--- src/design/mhi_pkg.sv ---
// ----------------------------------------------------------------------------
// mhi_pkg
// Shared sizes and controller/datapath handshake structs for the max-heap
// insert block.
// ----------------------------------------------------------------------------
package mhi_pkg;

    localparam int CAPACITY = 1024;
    localparam int KEY_W    = 32;
    localparam int TAG_W    = 10;
    localparam int COUNT_W  = 11;
    localparam int SLOT_W   = 10;
    localparam int IDX_W    = (CAPACITY > 1) ? $clog2(CAPACITY) : 1;
    localparam int FILL_W   = $clog2(CAPACITY + 1);
    localparam int ENTRY_W  = KEY_W + TAG_W;

    typedef struct packed {
        logic load;         // take in a new word
        logic rd_from_pos;  // fetch parent of the current slot
        logic rd_from_par;  // fetch parent of the last fetched parent
        logic swap;         // move fetched parent down into the current slot
        logic place;        // write the new entry at the current slot
        logic emit;         // load the result register
    } mhi_cmd_t;

    typedef struct packed {
        logic full;         // heap holds CAPACITY entries
        logic pos_zero;     // current slot is the root
        logic par_zero;     // last fetched parent is the root
        logic less;         // fetched parent key is below the new key
        logic out_free;     // result register can take a word
    } mhi_sts_t;

endpackage

--- src/design/mhi_ctrl.sv ---
// ----------------------------------------------------------------------------
// mhi_ctrl
// Sequencer for one insert: load, sift up one level per cycle, place, report; a full heap skips to report.
// ----------------------------------------------------------------------------
module mhi_ctrl (
    input  logic              aclk,
    input  logic              aresetn,
    input  logic              s_valid,
    output logic              s_ready,
    input  mhi_pkg::mhi_sts_t sts,
    output mhi_pkg::mhi_cmd_t cmd
);
    import mhi_pkg::*;

    localparam logic [2:0] ST_IDLE    = 3'd0;
    localparam logic [2:0] ST_CHECK   = 3'd1;
    localparam logic [2:0] ST_COMPARE = 3'd2;
    localparam logic [2:0] ST_PLACE   = 3'd3;
    localparam logic [2:0] ST_RESULT  = 3'd4;

    logic [2:0] state_reg;
    logic [2:0] state_next;

    always_ff @(posedge aclk) begin
        if (!aresetn) begin
            state_reg <= ST_IDLE;
        end else begin
            state_reg <= state_next;
        end
    end

    always_comb begin
        state_next = state_reg;
        cmd        = '0;
        s_ready    = 1'b0;
        case (state_reg)
            ST_IDLE: begin
                s_ready = 1'b1;
                if (s_valid) begin
                    cmd.load   = 1'b1;
                    state_next = sts.full ? ST_RESULT : ST_CHECK;
                end
            end
            ST_CHECK: begin
                if (sts.pos_zero) begin
                    state_next = ST_PLACE;
                end else begin
                    cmd.rd_from_pos = 1'b1;
                    state_next      = ST_COMPARE;
                end
            end
            ST_COMPARE: begin
                if (sts.less) begin
                    cmd.swap = 1'b1;
                    // fetch the next level while the parent moves down
                    if (sts.par_zero) begin
                        state_next = ST_PLACE;
                    end else begin
                        cmd.rd_from_par = 1'b1;
                    end
                end else begin
                    state_next = ST_PLACE;
                end
            end
            ST_PLACE: begin
                cmd.place  = 1'b1;
                state_next = ST_RESULT;
            end
            ST_RESULT: begin
                if (sts.out_free) begin
                    cmd.emit   = 1'b1;
                    state_next = ST_IDLE;
                end
            end
            default: begin
                state_next = ST_IDLE;
            end
        endcase
    end

endmodule

--- config.mk ---
export PLATFORM = sky130hd
export DESIGN_NAME = mhi_ctrl
export DESIGN_NICKNAME = d
export VERILOG_FILES = /design/src/design/mhi_pkg.sv /design/src/design/mhi_ctrl.sv
export SDC_FILE = /design/constraint.sdc
export NUM_CORES = 1
export LEC_CHECK = 0
export ABC_AREA = 1
export BUFFER_PORTS_ARGS = -buffer_cell sky130_fd_sc_hd__buf_2
export CAP_MARGIN = 20
export CORE_AREA = 2 2 39 41
export DETAILED_ROUTE_END_ITERATION = 10
export DIE_AREA = 0 0 41 43
export PLACE_DENSITY_LB_ADDON = 0.12
export SLEW_MARGIN = 20
export SYNTH_ARGS = -nofsm -noshare
export SYNTH_HDL_FRONTEND = slang
export SYNTH_SLANG_ARGS = --single-unit
--- constraint.sdc ---
create_clock -name aclk -period 3.3 [get_ports aclk]
set_clock_uncertainty 0.15 [all_clocks]
set_input_delay 0.66 -clock aclk [delete_from_list [all_inputs] [get_ports aclk]]
set_output_delay 0.66 -clock aclk [all_outputs]
set_load 0.01 [all_outputs]
==> results of run 1 <==
==> synthesized netlist by cell type, drive strengths merged <==
cell	count	area share [%]
nor4	1	2.5
o22ai	1	2.5
o21ai	1	2.0
o21a	1	3.0
a21oi	1	2.0
inv	10	15
nand2	5	7.4
nor3	1	4.0
nand3	5	21
nor2	9	17
dfxtp	3	24
==> layout make-up <==
cell class | count | area share, %
flip-flops and latches | 3 | 16.27
well taps | 16 | 5.424
multi-input cells | 25 | 42.03
clock buffers | 4 | 7.119
repair buffers | 14 | 18.98
inverters | 10 | 10.17
==> cell families (layout without fill, tap and decap cells) <==
| kind of cell | after synthesis | in the layout |
|---|---|---|
| flops | 3 | 3 |
| buf+inv | 10 | 28 |
| simple gates | 21 | 21 |
| compound gates | 4 | 4 |
==> stage by stage <==
| step | hold WS, ns | setup WS [ns] | total power, W | utilization [%] |
|---|---|---|---|---|
| 6_report | 0.4404 | 1.327 | 0.0002329 | 26.67 |
| 5_1_grt | 0.4712 | 1.253 | 0.0002549 | 26.67 |
| 4_1_cts | 0.4494 | 1.311 | 0.0002397 | 26.67 |
| 3_5_place_dp | 0.4453 | 1.313 | 0.0001726 | 24.77 |
| 3_3_place_gp | 0.4555 | 1.311 | 0.0001750 | 24.77 |
| 2_1_floorplan | 0.3833 | 1.438 | 0.0001414 | - |
==> cell usage in the layout, fill, tap and decap left out <==
cell and instances:
dfxtp_1 3, inv_1 9, clkbuf_4 3, nor3_2 1, o22ai_1 1, clkbuf_1 1
nand3_1 1, nor2_1 7, o21ai_0 1, a21oi_1 1, o21a_1 1, nor2_4 1
nor2_2 1, nand2_1 5, nand3_4 1, nor4_1 1, buf_2 14, inv_2 1
nand3_2 3
==> metal layers <==
| layer | up-vias | wire, µm | track usage [%] |
|---|---|---|---|
| met5 | - | 0 | 0 |
| met4 | 0 | 0 | 8.000 |
| met3 | 0 | 54 | 2.094 |
| met2 | 8 | 259 | 10.94 |
| met1 | 108 | 234 | 8.626 |
| li1 | 153 | - | - |
==> power by group through the flow <==
stage | registers [W] | logic (W) | clock network, W
global placement | 0.0000608 | 0.000114 | 0
floorplan | 0.0000577 | 0.0000837 | 0
CTS | 0.0000595 | 0.000113 | 0.0000675
finish | 0.0000594 | 0.000110 | 0.0000631
detailed placement | 0.0000602 | 0.000112 | 0
global route | 0.0000609 | 0.000125 | 0.0000691
==> worst max-delay path: stages <==
cell and delay [ns]:
buf_2 0.07, inv_1 0.04, nor2_1 0.10, nand3_2 0.11
inv_1 0.07, buf_2 0.12
==> final timing paths <==
kind / start / to / slack (ns) / cells past startpoint
min: state_reg[1] / state_reg[1] / 0.44 / 2
max reg2reg: state_reg[1] / state_reg[2] / 2.12 / 5
max: sts[1] / cmd[3] / 1.33 / 6
min reg2reg: state_reg[1] / state_reg[1] / 0.44 / 2
==> results.md, run 1 <==
- Fin crit share: 59.80%
- Max VDD drop: 0.0001918 V
- Clk sinks: 3
- Share of layout cells above drive strength 1: 44.64%
- DRC: 0
- Syn_nets: 46
- Post-CTS Setup Inserts: 0
- Post-cts resize count: 0
- Worst Setup Start Kind: input pin
- Port-buffer cells: 14
- Cell variety after synth: 16
- Adder-Cell Fraction of Synth Area: 0%
- Crit Path Max Fanout: 2
- Average cell area after synthesis: 6.651 µm²
- Largest net degree at the start of global routing: 7
- Routed wire per std cell: 7.597 µm
- #FFs+latches synth: 3
- Final setup violation count: 0
- Status: complete, no violations
- P_sw: 0.00009633 W
- Longest Clk Path Bufs: 2
- Final Net Count: 65
- Vias: 269
- Seq/Total Area, Yosys: 23.76%
- Root Driver: clkbuf_4
- Synth Area in Compound Gates: 9.406%
- Simple-gate share of the synthesized area: 51.98%
- Placed insts: 68
- DRT Wirelength: 547 µm
- Hold Fails Final Rpt: 0
- Max Cap Viol: 0
- Fmax: 506.8 MHz
- Overall die width: 41 µm
- Leak: 0.2081 nW
- Tmin final: 1.973 ns
- Post-synthesis mux area share: 0%
- Final GP Congestion: 0.6236
- Die Height: 43 µm
- Endpoint class of the critical path: primary output
- Inserted Clock Buffers: 3
- Synth warn: 0
- Hpwl dp: 479.4 µm
- Die Area: 1763 µm²
- Router iterations before antenna repair: 2
- Fin cells: 72
- Initial Utilization: 18.26%
- FP Rows: 14
- Total congestion overflow: 0
- Design Area, Final: 369.1 µm²
- Ports: 15
- Worst-margin pin slew: 0.2382 ns
- HP Class: register to register
- Area grow syn2layout: 46.04%
- Count of pins over their slew limit: 0
- Sequential Power Share: 25.5%
- Unrepaired setup endpoints after global routing: false
- Main combinational cell family by area after synthesis: simple AND/OR/NAND/NOR gates
- Vias in the first global route: 251
- Combinational power share: 47.4%
- Synth Cell Area: 252.7 µm²
- Core region area: 1384 µm²
- Clock slew at reported path FFs: 0.03 ns
- First-pass GRT wire length: 897 µm
- PwrDens: 631.1 nW/µm²
- CP required: 2.49 ns
- Area of the multi-input gates: 155.1 µm²
- Hold buffers post-CTS: 0
- Register Area: 60.06 µm²
- GRT Resource Usage Total: 7.816%
- Post-placement cell area: 342.8 µm²
- Clock share of power: 27.1%
- Vias per cell: 3.736
- DRT iter0 DRCs: 1
- Largest register FFs: 3
- Htree depth: 1
- Internal power: 0.0001366 W
- Setup CP Type: input pin to primary output
- Antenna violations before repair: 0
- Clock Latency Late Sink: 0.23 ns
- Max-slew headroom: 84.10%
- Synth Area in XOR/XNOR: 0%
- Switch share: 41.35%
- Post-synthesis cell count: 38
- Setup TNS Final: 0 ns
- Post-route ant nets: 0
- Worst Path Arrival: 1.16 ns
- CTS tree: built
- Antenna cell count: 0
- Fill count: 174
Note: power is estimated with default switching activity, not from simulation.
==> run 2, diff against run 1 <==
==> constraint.sdc (replaced) <==
create_clock -name aclk -period 1.7 [get_ports aclk]
set_clock_uncertainty 0.15 [all_clocks]
set_input_delay 0.34 -clock aclk [delete_from_list [all_inputs] [get_ports aclk]]
set_output_delay 0.34 -clock aclk [all_outputs]
set_load 0.01 [all_outputs]
==> results.md, run 2 (same netlist as run 1, synthesis figures left out) <==
- Status: complete, no violations
- Final Net Count: 65
- GRT Resource Usage Total: 8.735%
- Max Cap Viol: 0
- Max incr delay on CP: 0.44 ns
- Setup TNS Final: 0 ns
- Largest net degree at the start of global routing: 7
- Router iterations before antenna repair: 2
- WHS: 0.2057 ns
- Vias per cell: 4.042
- Initial Utilization: 18.26%
- Crit Path Max Fanout: 6
- First-pass GRT wire length: 1.000 mm
- Worst hold path stage count: 3
- Final core occ: 27.22%
- Root Driver: clkbuf_4
- DRC: 0
- Clock slew at reported path FFs: 0.03 ns
- Fin crit share: 92.07%
- Max VDD drop: 0.0006301 V
- Core region area: 1384 µm²
- Antenna cell count: 0
- Worst Setup Start Kind: register
- Antenna violations before repair: 0
- Worst-margin pin slew: 0.2340 ns
- Die Area: 1763 µm²
- R2r setup slk: 0.53 ns
- Vias: 291
- Most frequent cells in the layout: buf_2 (14), inv_1 (9), nor2_1 (7)
- Longest Clk Path Bufs: 2
- Reg2Reg Depth: 5
- Top delay family on crit path: flip-flops
- Crit-path cells: inv_2, nand3_1, nor2_1, buf_2
- Clk sinks: 3
- Total congestion overflow: 0
- Overall die width: 41 µm
- Inserted Clock Buffers: 3
- DRT iter0 DRCs: 3
- HP Class: input pin to register
- Endpoint class of the critical path: primary output
- Count of pins over their slew limit: 0
- Final setup violation count: 0
- Hpwl dp: 498.1 µm
- CP required: 1.21 ns
- Unrepaired setup endpoints after global routing: false
- Most common cell after layout, fill and taps aside: buf_2
- Post-route ant nets: 0
- Htree depth: 1
- HP Start: aresetn
- Largest register FFs: 3
- Routed wire per std cell: 7.972 µm
- Worst path bufs/invs: 2
- Worst Path Arrival: 1.08 ns
- Setup CP Type: register to primary output
- Die Height: 43 µm
- Final GP Congestion: 0.6792
- Tmin final: 1.565 ns
- PwrDens: 1224 nW/µm²
- FP Rows: 14
- RR Endpoint: state_reg[2]
- Ports: 15
- Hold Path Sink: state_reg[2]
- Share of layout cells above drive strength 1: 48.21%
- DRT Wirelength: 574 µm
- Max-slew headroom: 84.38%
- Critical-path top delay cell: dfxtp_1
- Area grow syn2layout: 49.01%
- Vias in the first global route: 258
- Clock Latency Late Sink: 0.23 ns
- Hold Fails Final Rpt: 0
- CTS tree: built
- Fmax: 638.9 MHz
- R2R Path Start: state_reg[1]
- Fill count: 168
- Leak: 0.2092 nW
- Port-buffer cells: 14
-- run 2: how the worst max path moves through the flow --
| stage | from | to | depth (start not counted) |
|---|---|---|---|
| after global placement | state_reg[2] | cmd[0] | 3 |
| after floorplan | state_reg[2] | cmd[0] | 2 |
| after detailed placement | state_reg[2] | cmd[0] | 3 |
| final | state_reg[1] | cmd[4] | 4 |
| after CTS | state_reg[2] | cmd[0] | 3 |
| after global routing | state_reg[1] | cmd[4] | 4 |
-- run 2: report_power, final --
| group | switching, W | internal [W] | leakage, nW |
|---|---|---|---|
| combinational | 0.000130 | 0.0000909 | 0.169 |
| clock | 0.0000348 | 0.0000878 | 0.0150 |
| sequential | 0.0000274 | 0.0000901 | 0.0250 |
| total | 0.000192 | 0.000269 | 0.209 |
-- run 2: cell type report --
class / count / area [µm²] / share of cell area (%)
multi-input cells: 25 / 161.4 / 42.86
repair buffers: 14 / 70.07 / 18.60
flip-flops and latches: 3 / 61.31 / 16.28
well taps: 16 / 20.02 / 5.316
inverters: 10 / 37.54 / 9.967
clock buffers: 4 / 26.28 / 6.977
-- run 2: through the flow --
| stage | cell area, µm² | setup WS, ns | cells | total power (W) |
|---|---|---|---|---|
| after floorplan | 252.7 | 0.3219 | 38 | 0.0002745 |
| after global placement | 342.8 | 0.2427 | 68 | 0.0003418 |
| after detailed placement | 342.8 | 0.2543 | 68 | 0.0003368 |
| after CTS | 375.4 | 0.03605 | 72 | 0.0004726 |
| after global routing | 376.6 | 0.007278 | 72 | 0.0005140 |
| final | 376.6 | 0.1348 | 72 | 0.0004610 |
-- run 2: routing by layer --
layer  vias up  routed length (µm)  track usage (%)
met1       125                 248            11.25
met2        10                 273            10.63
met4         0                   0            6.000
li1        156                   -                -
met3         0                  52            4.712
met5         -                   0                0
-- run 2: timing repair --
item | CTS | global route
pin swaps | 0 | 0
setup endpoints to repair | 1 | 1
setup buffers | 0 | 0
hold buffers | 0 | 0
resized for setup | 1 | 1
-- run 2: worst min-delay path, cell delays in order --
cell and delay, ns:
buf_2 0.10, nand2_1 0.07, nor2_2 0.03
